--- config.mk ---
export PLATFORM = sky130hd
export DESIGN_NAME = radar_report_frame_parser
export DESIGN_NICKNAME = d
export VERILOG_FILES = /design/src/rtl/rrfp_pkg.sv /design/src/rtl/rrfp_front.sv /design/src/rtl/rrfp_queue.sv /design/src/rtl/rrfp_back.sv /design/src/rtl/radar_report_frame_parser.sv
export VERILOG_INCLUDE_DIRS = /design/src /design/src/rtl
export SDC_FILE = /design/constraint.sdc
export NUM_CORES = 1
export LEC_CHECK = 0
export ABC_CLOCK_PERIOD_IN_PS = 6300
export BUFFER_PORTS_ARGS = -buffer_cell sky130_fd_sc_hd__buf_2
export CORE_MARGIN = 4
export CORE_UTILIZATION = 55
export CTS_BUF_LIST = sky130_fd_sc_hd__clkbuf_4 sky130_fd_sc_hd__clkbuf_8
export DETAILED_ROUTE_END_ITERATION = 16
export GPL_TIMING_DRIVEN = 0
export PLACE_DENSITY_LB_ADDON = 0.05
export SETUP_SLACK_MARGIN = 0.02
export SYNTH_ARGS = -nofsm -noshare
export SYNTH_HDL_FRONTEND = slang
export SYNTH_SLANG_ARGS = --single-unit
--- constraint.sdc ---
create_clock -name clk -period 6.3 [get_ports clk]
set_input_delay 0.63 -clock clk [delete_from_list [all_inputs] [get_ports clk]]
set_output_delay 0.63 -clock clk [all_outputs]
set_load 0.1 [all_outputs]
--- src/rtl/radar_report_frame_parser_macros.svh ---
// ----------------------------------------------------------------------------
// Radar report frame parser assertion macros
// Concurrent assertion helpers for the parser modules, removed in synthesis.
// ----------------------------------------------------------------------------
`ifndef RADAR_REPORT_FRAME_PARSER_MACROS_SVH
`define RADAR_REPORT_FRAME_PARSER_MACROS_SVH
`ifndef SYNTHESIS
`define RRFP_ASSERT_IMPL(label, ante, cons) \
  label: assert property (@(posedge clk) disable iff (rst) (ante) |-> (cons)) \
    else $error("assertion failed");
`define RRFP_ASSERT_NEXT(label, ante, cons) \
  label: assert property (@(posedge clk) disable iff (rst) (ante) |=> (cons)) \
    else $error("assertion failed");
`else
`define RRFP_ASSERT_IMPL(label, ante, cons)
`define RRFP_ASSERT_NEXT(label, ante, cons)
`endif
`endif

--- src/rtl/rrfp_pkg.sv ---
// ----------------------------------------------------------------------------
// Radar report frame parser package
// Shared constants, frame markers, state types and link structures.
// ----------------------------------------------------------------------------
package rrfp_pkg;

  localparam int MAX_PAYLOAD    = 128;
  localparam int GATE_COUNT     = 16;
  localparam int CNT_W          = $clog2(MAX_PAYLOAD + 1);
  localparam int GATE_W         = (GATE_COUNT > 1) ? $clog2(GATE_COUNT) : 1;
  localparam int ENERGY_BASE    = 6;
  localparam int MIN_ENERGY_LEN = ENERGY_BASE + 4 * GATE_COUNT;
  localparam int QUEUE_DEPTH    = 2;
  localparam int TDATA_W        = 64;

  localparam logic [7:0]  HEAD_FIRST     = 8'hF4;
  localparam logic [31:0] HEAD_WORD      = 32'hF1F2F3F4;
  localparam logic [31:0] TAIL_WORD      = 32'hF5F6F7F8;
  localparam logic [7:0]  TYPE_A         = 8'h01;
  localparam logic [7:0]  TYPE_B         = 8'h02;
  localparam logic [15:0] MIN_REPORT_LEN = 16'd6;

  typedef enum logic [2:0] {
    PH_IDLE,
    PH_HEAD,
    PH_LEN,
    PH_DATA,
    PH_TAIL
  } phase_t;

  typedef enum logic [1:0] {
    BK_IDLE,
    BK_READ,
    BK_LOAD
  } back_state_t;

  typedef struct packed {
    logic [7:0]  status;
    logic [15:0] distance;
    logic        fresh;
    logic        have_energy;
    logic        bank;
  } job_t;

  typedef struct packed {
    logic              en;
    logic [GATE_W:0]   addr;
    logic [31:0]       data;
  } ewr_t;

endpackage

--- src/rtl/rrfp_front.sv ---
// ----------------------------------------------------------------------------
// Radar report frame parser front end
// Hunts for frames, captures the report fields and stages the gate energies.
// ----------------------------------------------------------------------------
module rrfp_front (
  input  logic           clk,
  input  logic           rst,
  input  logic           s_tvalid,
  output logic           s_tready,
  input  logic [7:0]     s_tdata,  // [7:0] rx_byte
  input  logic           back_busy,
  input  logic           q_full,
  output logic           q_push,
  output rrfp_pkg::job_t q_job,
  output rrfp_pkg::ewr_t ewr
);
  import rrfp_pkg::*;

  phase_t           phase;
  phase_t           phase_next;
  logic [CNT_W-1:0] count;
  logic [CNT_W-1:0] count_inc;
  logic [CNT_W-1:0] energy_off;
  logic             match;
  logic             byte_ok;
  logic             marker_done;
  logic             data_done;
  logic             in_energy;
  logic             frame_ok;
  logic             accept;
  logic             bank;
  logic             have_energy;
  logic [15:0]      frame_length;
  logic [7:0]       ptype;
  logic [7:0]       status;
  logic [15:0]      distance;
  logic [31:0]      word;
  logic [7:0]       head_exp;
  logic [7:0]       tail_exp;

  assign count_inc   = count + 1'b1;
  assign energy_off  = count - CNT_W'(ENERGY_BASE);
  assign in_energy   = (count >= CNT_W'(ENERGY_BASE)) && (count < CNT_W'(MIN_ENERGY_LEN));
  assign head_exp    = HEAD_WORD[{count[1:0], 3'b000} +: 8];
  assign tail_exp    = TAIL_WORD[{count[1:0], 3'b000} +: 8];
  assign byte_ok     = (s_tdata == ((phase == PH_HEAD) ? head_exp : tail_exp));
  assign marker_done = (count[1:0] == 2'd3);
  assign data_done   = (16'(count_inc) >= frame_length) ||
                       (count_inc >= CNT_W'(MAX_PAYLOAD));
  assign frame_ok    = match && byte_ok && ((ptype == TYPE_A) || (ptype == TYPE_B)) &&
                       (frame_length >= MIN_REPORT_LEN);
  assign accept      = s_tvalid && s_tready;

  assign q_job.status      = status;
  assign q_job.distance    = distance;
  assign q_job.fresh       = (frame_length >= 16'(MIN_ENERGY_LEN));
  assign q_job.have_energy = q_job.fresh || have_energy;
  assign q_job.bank        = q_job.fresh ? ~bank : bank;

  always_comb begin
    phase_next = phase;
    if (accept) begin
      unique case (phase)
        PH_IDLE: if (s_tdata == HEAD_FIRST) phase_next = PH_HEAD;
        PH_HEAD: if (marker_done) phase_next = (match && byte_ok) ? PH_LEN : PH_IDLE;
        PH_LEN:  if (count[0]) phase_next = PH_DATA;
        PH_DATA: if (data_done) phase_next = PH_TAIL;
        PH_TAIL: if (marker_done) phase_next = PH_IDLE;
        default: phase_next = PH_IDLE;
      endcase
    end
  end

  always_comb begin
    s_tready  = 1'b1;
    q_push    = 1'b0;
    ewr.en    = 1'b0;
    ewr.addr  = {~bank, energy_off[GATE_W+1:2]};
    ewr.data  = {s_tdata, word[31:8]};
    unique case (phase)
      PH_DATA: begin
        s_tready = !(in_energy && back_busy);
        ewr.en   = s_tvalid && in_energy && !back_busy && (energy_off[1:0] == 2'b11);
      end
      PH_TAIL: begin
        s_tready = !(marker_done && q_full);
        q_push   = s_tvalid && marker_done && !q_full && frame_ok;
      end
      default: begin
      end
    endcase
  end

  always_ff @(posedge clk) begin
    if (rst) begin
      phase       <= PH_IDLE;
      count       <= '0;
      match       <= 1'b0;
      bank        <= 1'b0;
      have_energy <= 1'b0;
    end else begin
      phase <= phase_next;
      if (accept) begin
        unique case (phase)
          PH_IDLE: begin
            count <= CNT_W'(1);
            match <= 1'b1;
          end
          PH_HEAD: begin
            match <= match && byte_ok;
            count <= marker_done ? '0 : count_inc;
          end
          PH_LEN: begin
            count <= count[0] ? '0 : CNT_W'(1);
          end
          PH_DATA: begin
            count <= data_done ? '0 : count_inc;
            match <= 1'b1;
          end
          PH_TAIL: begin
            match <= match && byte_ok;
            count <= marker_done ? '0 : count_inc;
            if (q_push) begin
              bank        <= q_job.bank;
              have_energy <= q_job.have_energy;
            end
          end
          default: begin
            count <= '0;
          end
        endcase
      end
    end
  end

  always_ff @(posedge clk) begin
    if (accept && (phase == PH_LEN)) begin
      if (count[0]) begin
        frame_length[15:8] <= s_tdata;
      end else begin
        frame_length <= {8'h00, s_tdata};
      end
    end
    if (accept && (phase == PH_DATA)) begin
      word <= {s_tdata, word[31:8]};
      if (count == CNT_W'(0)) ptype <= s_tdata;
      if (count == CNT_W'(1)) status <= s_tdata;
      if (count == CNT_W'(2)) distance[7:0] <= s_tdata;
      if (count == CNT_W'(3)) distance[15:8] <= s_tdata;
    end
  end

endmodule

--- src/rtl/rrfp_queue.sv ---
// ----------------------------------------------------------------------------
// Radar report frame parser job queue
// Short queue of accepted frame reports between the front and back ends.
// ----------------------------------------------------------------------------
`include "radar_report_frame_parser_macros.svh"

module rrfp_queue (
  input  logic           clk,
  input  logic           rst,
  input  logic           push,
  input  rrfp_pkg::job_t push_job,
  input  logic           pop,
  output rrfp_pkg::job_t pop_job,
  output logic           empty,
  output logic           full
);
  import rrfp_pkg::*;

  localparam int PTR_W = (QUEUE_DEPTH > 1) ? $clog2(QUEUE_DEPTH) : 1;

  job_t             slots [QUEUE_DEPTH];
  logic [PTR_W-1:0] wr_ptr;
  logic [PTR_W-1:0] rd_ptr;
  logic [PTR_W:0]   fill;

  assign empty   = (fill == '0);
  assign full    = (fill == (PTR_W+1)'(QUEUE_DEPTH));
  assign pop_job = slots[rd_ptr];

  always_ff @(posedge clk) begin
    if (rst) begin
      wr_ptr <= '0;
      rd_ptr <= '0;
      fill   <= '0;
    end else begin
      if (push) begin
        wr_ptr <= (wr_ptr == PTR_W'(QUEUE_DEPTH - 1)) ? '0 : wr_ptr + 1'b1;
      end
      if (pop) begin
        rd_ptr <= (rd_ptr == PTR_W'(QUEUE_DEPTH - 1)) ? '0 : rd_ptr + 1'b1;
      end
      if (push && !pop) begin
        fill <= fill + 1'b1;
      end else if (pop && !push) begin
        fill <= fill - 1'b1;
      end
    end
  end

  always_ff @(posedge clk) begin
    if (push) begin
      slots[wr_ptr] <= push_job;
    end
  end

  `RRFP_ASSERT_IMPL(a_no_push_full, push, !full)
  `RRFP_ASSERT_IMPL(a_no_pop_empty, pop, !empty)
  `RRFP_ASSERT_IMPL(a_fill_bound, 1'b1, fill <= (PTR_W+1)'(QUEUE_DEPTH))

endmodule

--- src/rtl/rrfp_back.sv ---
// ----------------------------------------------------------------------------
// Radar report frame parser back end
// Holds the gate energy banks and sends one result per gate for each report.
// ----------------------------------------------------------------------------
`include "radar_report_frame_parser_macros.svh"

module rrfp_back (
  input  logic           clk,
  input  logic           rst,
  input  rrfp_pkg::ewr_t ewr,
  input  logic           q_empty,
  input  rrfp_pkg::job_t q_job,
  output logic           q_pop,
  output logic           busy,
  output logic           m_tvalid,
  input  logic           m_tready,
  output logic [63:0]    m_tdata,  // [7:0] status_byte, [23:8] distance_cm,
                                   // [27:24] gate_number, [59:28] energy_word
  output logic           m_tuser,  // [0] energies_fresh
  output logic           m_tlast   // last_gate
);
  import rrfp_pkg::*;

  back_state_t       state;
  back_state_t       state_next;
  job_t              job;
  logic [GATE_W-1:0] gate;
  logic              last;
  logic              out_free;
  logic              load;
  logic [31:0]       energy_mem [2 * GATE_COUNT];
  logic [31:0]       rd_data;
  logic [7:0]        out_status;
  logic [15:0]       out_distance;
  logic [3:0]        out_gate;
  logic [31:0]       out_energy;

  assign last     = (gate == GATE_W'(GATE_COUNT - 1));
  assign out_free = !m_tvalid || m_tready;
  assign busy     = (state != BK_IDLE);
  assign m_tdata  = {4'h0, out_energy, out_gate, out_distance, out_status};

  always_comb begin
    state_next = state;
    unique case (state)
      BK_IDLE: if (!q_empty) state_next = BK_READ;
      BK_READ: state_next = BK_LOAD;
      BK_LOAD: if (out_free) state_next = last ? BK_IDLE : BK_READ;
      default: state_next = BK_IDLE;
    endcase
  end

  always_comb begin
    q_pop = 1'b0;
    load  = 1'b0;
    unique case (state)
      BK_IDLE: q_pop = !q_empty;
      BK_LOAD: load = out_free;
      default: begin
      end
    endcase
  end

  always_ff @(posedge clk) begin
    if (rst) begin
      state    <= BK_IDLE;
      gate     <= '0;
      m_tvalid <= 1'b0;
    end else begin
      state    <= state_next;
      m_tvalid <= load || (m_tvalid && !m_tready);
      if (q_pop) begin
        gate <= '0;
      end else if (load && !last) begin
        gate <= gate + 1'b1;
      end
    end
  end

  always_ff @(posedge clk) begin
    if (q_pop) begin
      job <= q_job;
    end
    if (load) begin
      out_status   <= job.status;
      out_distance <= job.distance;
      out_gate     <= 4'(gate);
      out_energy   <= job.have_energy ? rd_data : 32'h0;
      m_tuser      <= job.fresh;
      m_tlast      <= last;
    end
  end

  always_ff @(posedge clk) begin
    if (ewr.en) begin
      energy_mem[ewr.addr] <= ewr.data;
    end
    rd_data <= energy_mem[{job.bank, gate}];
  end

  `RRFP_ASSERT_NEXT(a_read_then_load, state == BK_READ, state == BK_LOAD)
  `RRFP_ASSERT_IMPL(a_pop_when_idle, q_pop, (state == BK_IDLE) && !q_empty)
  `RRFP_ASSERT_IMPL(a_last_on_top_gate, m_tvalid && m_tlast, out_gate == 4'(GATE_COUNT - 1))
  `RRFP_ASSERT_IMPL(a_no_write_read_bank, ewr.en && busy, ewr.addr[GATE_W] != job.bank)

endmodule

--- src/rtl/radar_report_frame_parser.sv ---
// ----------------------------------------------------------------------------
// Radar report frame parser
// One received byte is taken per cycle during a frame, except in the stalls below.
// A valid report is queued, then leaves as 16 results, each after an energy bank read;
// its last tail byte waits while the report queue is full.
// Energy bytes of the next frame wait while an earlier report is still queued or sent.
// Reset is synchronous and active high: hunting restarts and stored energies read zero.
// ----------------------------------------------------------------------------
module radar_report_frame_parser (
  input  logic        clk,
  input  logic        rst,
  input  logic        s_tvalid,
  output logic        s_tready,
  input  logic [7:0]  s_tdata,   // [7:0] rx_byte
  output logic        m_tvalid,
  input  logic        m_tready,
  output logic [63:0] m_tdata,   // [7:0] status_byte, [23:8] distance_cm,
                                 // [27:24] gate_number, [59:28] energy_word
  output logic        m_tuser,   // [0] energies_fresh
  output logic        m_tlast    // last_gate
);
  import rrfp_pkg::*;

  job_t push_job;
  job_t pop_job;
  ewr_t ewr;
  logic q_push;
  logic q_pop;
  logic q_empty;
  logic q_full;
  logic back_active;
  logic back_busy;

  assign back_busy = !q_empty || back_active;

  rrfp_front u_front (
    .clk       (clk),
    .rst       (rst),
    .s_tvalid  (s_tvalid),
    .s_tready  (s_tready),
    .s_tdata   (s_tdata),
    .back_busy (back_busy),
    .q_full    (q_full),
    .q_push    (q_push),
    .q_job     (push_job),
    .ewr       (ewr)
  );

  rrfp_queue u_queue (
    .clk      (clk),
    .rst      (rst),
    .push     (q_push),
    .push_job (push_job),
    .pop      (q_pop),
    .pop_job  (pop_job),
    .empty    (q_empty),
    .full     (q_full)
  );

  rrfp_back u_back (
    .clk      (clk),
    .rst      (rst),
    .ewr      (ewr),
    .q_empty  (q_empty),
    .q_job    (pop_job),
    .q_pop    (q_pop),
    .busy     (back_active),
    .m_tvalid (m_tvalid),
    .m_tready (m_tready),
    .m_tdata  (m_tdata),
    .m_tuser  (m_tuser),
    .m_tlast  (m_tlast)
  );

endmodule
==> results.md <==
- Outcome: finished clean
- Power density cells: 328 nW/um^2
- Die width: 306 um
- Vias in the first global route: 25900
- Post-synth EDFFs: 1239
- Hold buffers post-CTS: 0
- Chip height: between 300 and 400 um
- DRC viols: 0
- CP Data Arrival Time: 4790 ps
- Final WL: 122000 um
- Delay-heaviest family, CP: simple AND/OR/NAND/NOR gates
- Clk_skew: 34.3 ps
- Multi-input logic area: 10200 um^2
- TritonCTS clock tree: done
- Mapped Cells: 2438
- GP Congestion: between 0.8 and 0.9
- Leakage: 17.4 nW
- Sequential area share after synthesis: 78.4%
- Fmax: 0.230 GHz
- Setup crit start kind: register
- Final core occ: 63.2%
- Synth Cell Area: 48900 um^2
- Final period util: between 60% and 70%
- Worst IR drop on VDD: 0.000239 V
- Routed len/inst: 30.0 um
- Area leader, netlist: edfxtp_1
- Share of cells above drive strength 1: about 25%
- Post-Place Cells: about 3700
- Post-synthesis compound-gate area fraction: about 4.9%
- Fin cells: approximately 4100
- Vias post-DR: about 25000
- I/O pin cnt: 80
- Hpwl dp: 79500 um
- RSZ-0062 raised after global routing: false
- Routed Antenna Nets: 0
- Starting Density: 55.4%
- Core ar.: 88400 um^2
- Post-CTS Resized: 0
- Crit-path max cell delay: 1020 ps
- Cell Rows: 109
- Die area: ~94000 um^2
- Min cycle time layout: around 4400 ps
- CTS max path bufs: 3
- Synth warnings: 0
- Slew margin rel.: 11.2%
- CP max stage cell: and2_1
- Grt total ovfl: 0
- Total GRT Usage: 26.2%
- Distinct cell type count after synthesis: 69
- Max Cap Viol: 0
- Final setup fails: 0
- Slew of the pin with the lowest slew margin: approximately 1300 ps
- Via density: 6.22
- Most common flop cell mapped by yosys: edfxtp_1
- Drt first pass iters: 5
- Final hold vios: 0
- Largest fanout on the critical path: 27
- Largest family of logic cells by synthesized area: multiplexers
- # port buffers: 75
- Worst path bufs/invs: 3
- Slew Viols, Final: 0
- Worst min path class: in2reg
- Simple-gate share of the synthesized area: under 10%
- Adder-Cell Fraction of Synth Area: 0.455%
- Worst skew pair latency: around 850 ps
- CP Cell Sequence: clkbuf_1 -> inv_1 -> ha_1 -> xnor2_1 -> o2111ai_1 -> nor4b_4 -> nand4_1 -> inv_1 -> and2_1
- Clk slew on worst S/H paths: approximately 70 ps
- Synth area leaders: edfxtp_1 76%, mux4_2 7.4%, mux2i_1 4.0%
- CTS Root Cell: clkbuf_8
- Reg area: 38300 um^2
- Avg Inst Size Synth: 20.1 um^2
- FFs w/ async S/R, synth: 0%
- Crit path required time: 6740 ps
- Mux contribution to synthesized area: 12.0%
- Setup bufs post-CTS: 0
- Fraction of synthesized cell area in xor and xnor cells: less than 1%
- Clock sink total: 1296
- Fill count: 6117
- Nets@finish: 2786
- Htree depth: 4
- WS Path Type: reg2reg
- Total CTS buffers: between 200 and 250
- Most used cell, CP: inv_1
- Initial antenna violation count: 2
- Area share of the largest cell type after synthesis: about 76%
- Largest net degree at the start of global routing: between 40 and 50
- Dpl cell area: 51800 um^2
- Yosys reg bits: 1296
- Final instance area: 55900 um^2
- Area grow syn2layout: 14.1%
- First-pass GRT wire length: between 150000 and 200000 um
- Most common cell after layout, fill and taps aside: edfxtp_1
- Most frequent cells in the layout: 1239 x edfxtp_1, 227 x clkbuf_8, 194 x mux2i_1, 160 x mux4_2, 116 x buf_2
- Drt first-iter violations: ~2500
- Worst Setup End Kind: register
[cell usage after synthesis, drive strengths merged, types with 45 or more instances]
cell type / count
nor2: 50
o22ai: 64
o21ai: 45
edfxtp: 1239
mux2i: 194
and2: 47
buf: 66
dfxtp: 57
o221ai: 96
nand2: 52
mux4: 160
clkbuf: 64
a21oi: 47
[stage by stage]
step | setup slack (ps) | hold WS (ps) | power, mW | setup TNS, ps
floorplan | 1130 | 400 | 11.1 | 0
global placement | -1680 | 406 | 11.5 | -29120
detailed placement | 1920 | 405 | 11.6 | 0
CTS | 1910 | 76.4 | 18.5 | 0
global route | 1630 | 133 | 19.0 | 0
finish | 1940 | 168 | 18.3 | 0
[worst register-to-register path: cells and delay by family, from the launching register on]
kind,cells,cell delay [ps]
xor gates and xnor gates,1,180
and+or+nand+nor,3,1730
AOI/OAI and AO/OA,1,190
adders and majority gates,1,420
buffers and inverters,3,850
DFF,1,560
[final timing paths]
path                       endpoint        startpoint  depth (start not counted)  slack (ps)
max             u_queue.slots[1][9]  u_front.count[0]                          9        1940
min                u_front.count[1]               rst                          4         170
max reg2reg     u_queue.slots[1][9]  u_front.count[0]                          9        1940
min reg2reg  u_back.out_distance[7]    u_back.job[10]                          0         410
[report_power, final]
group          switching [mW]  internal (mW)  leakage (nW)  total (mW)
sequential             0.0701           9.59          11.6        9.66
clock                    3.17           3.79          2.11        6.95
combinational            1.12          0.596          3.67        1.71
total                    4.35           14.0          17.4        18.3
[layer usage]
| layer | vias up | share of wire (%) | track usage, % |
|---|---|---|---|
| li1 | 10700 | - | - |
| met3 | 195 | 7.4 | 4.90 |
| met2 | 1148 | 49 | 42.4 |
| met1 | 13300 | 41 | 36.7 |
| met4 | 0 | 2.7 | 8.66 |
| met5 | - | 0 | 0 |
[state kept, by name, summed over array words and instances (netlist names), 4 cells and up]
signal	cells
u_back.job	27
u_back.energy_mem	1024
u_front.word	24
u_back.out_distance	16
u_front.frame_length	16
u_front.ptype	8
u_back.out_energy	32
u_back.rd_data	32
u_back.out_status	8
u_front.distance	16
u_back.gate	4
u_front.status	8
u_front.count	8
u_back.out_gate	4
u_queue.slots	54
[kinds of logic (layout without fill, tap and decap cells)]
kind of cell,count (synthesis),in the layout
other,1,5
buffers and inverters,150,629
AO/OA/AOI/OAI,341,341
XOR/XNOR,20,20
AND/OR/NAND/NOR,231,231
flip-flops,1296,1296
adder cells (fa/ha/maj),18,18
multiplexers,381,381
[area by class of cell]
| class | instances | share of cell area [%] |
|---|---|---|
| antenna | 1 | 0.00448 |
| buffer | 130 | 1.06 |
| clock buffer | 300 | 6.57 |
| clock inverter | 66 | 0.634 |
| inverter | 20 | 0.134 |
| multi-input combinational | 995 | 18.3 |
| sequential | 1296 | 68.6 |
| tap | 1165 | 2.61 |
| timing repair buffer | 113 | 2.06 |
(Power assumes the default switching activity.)
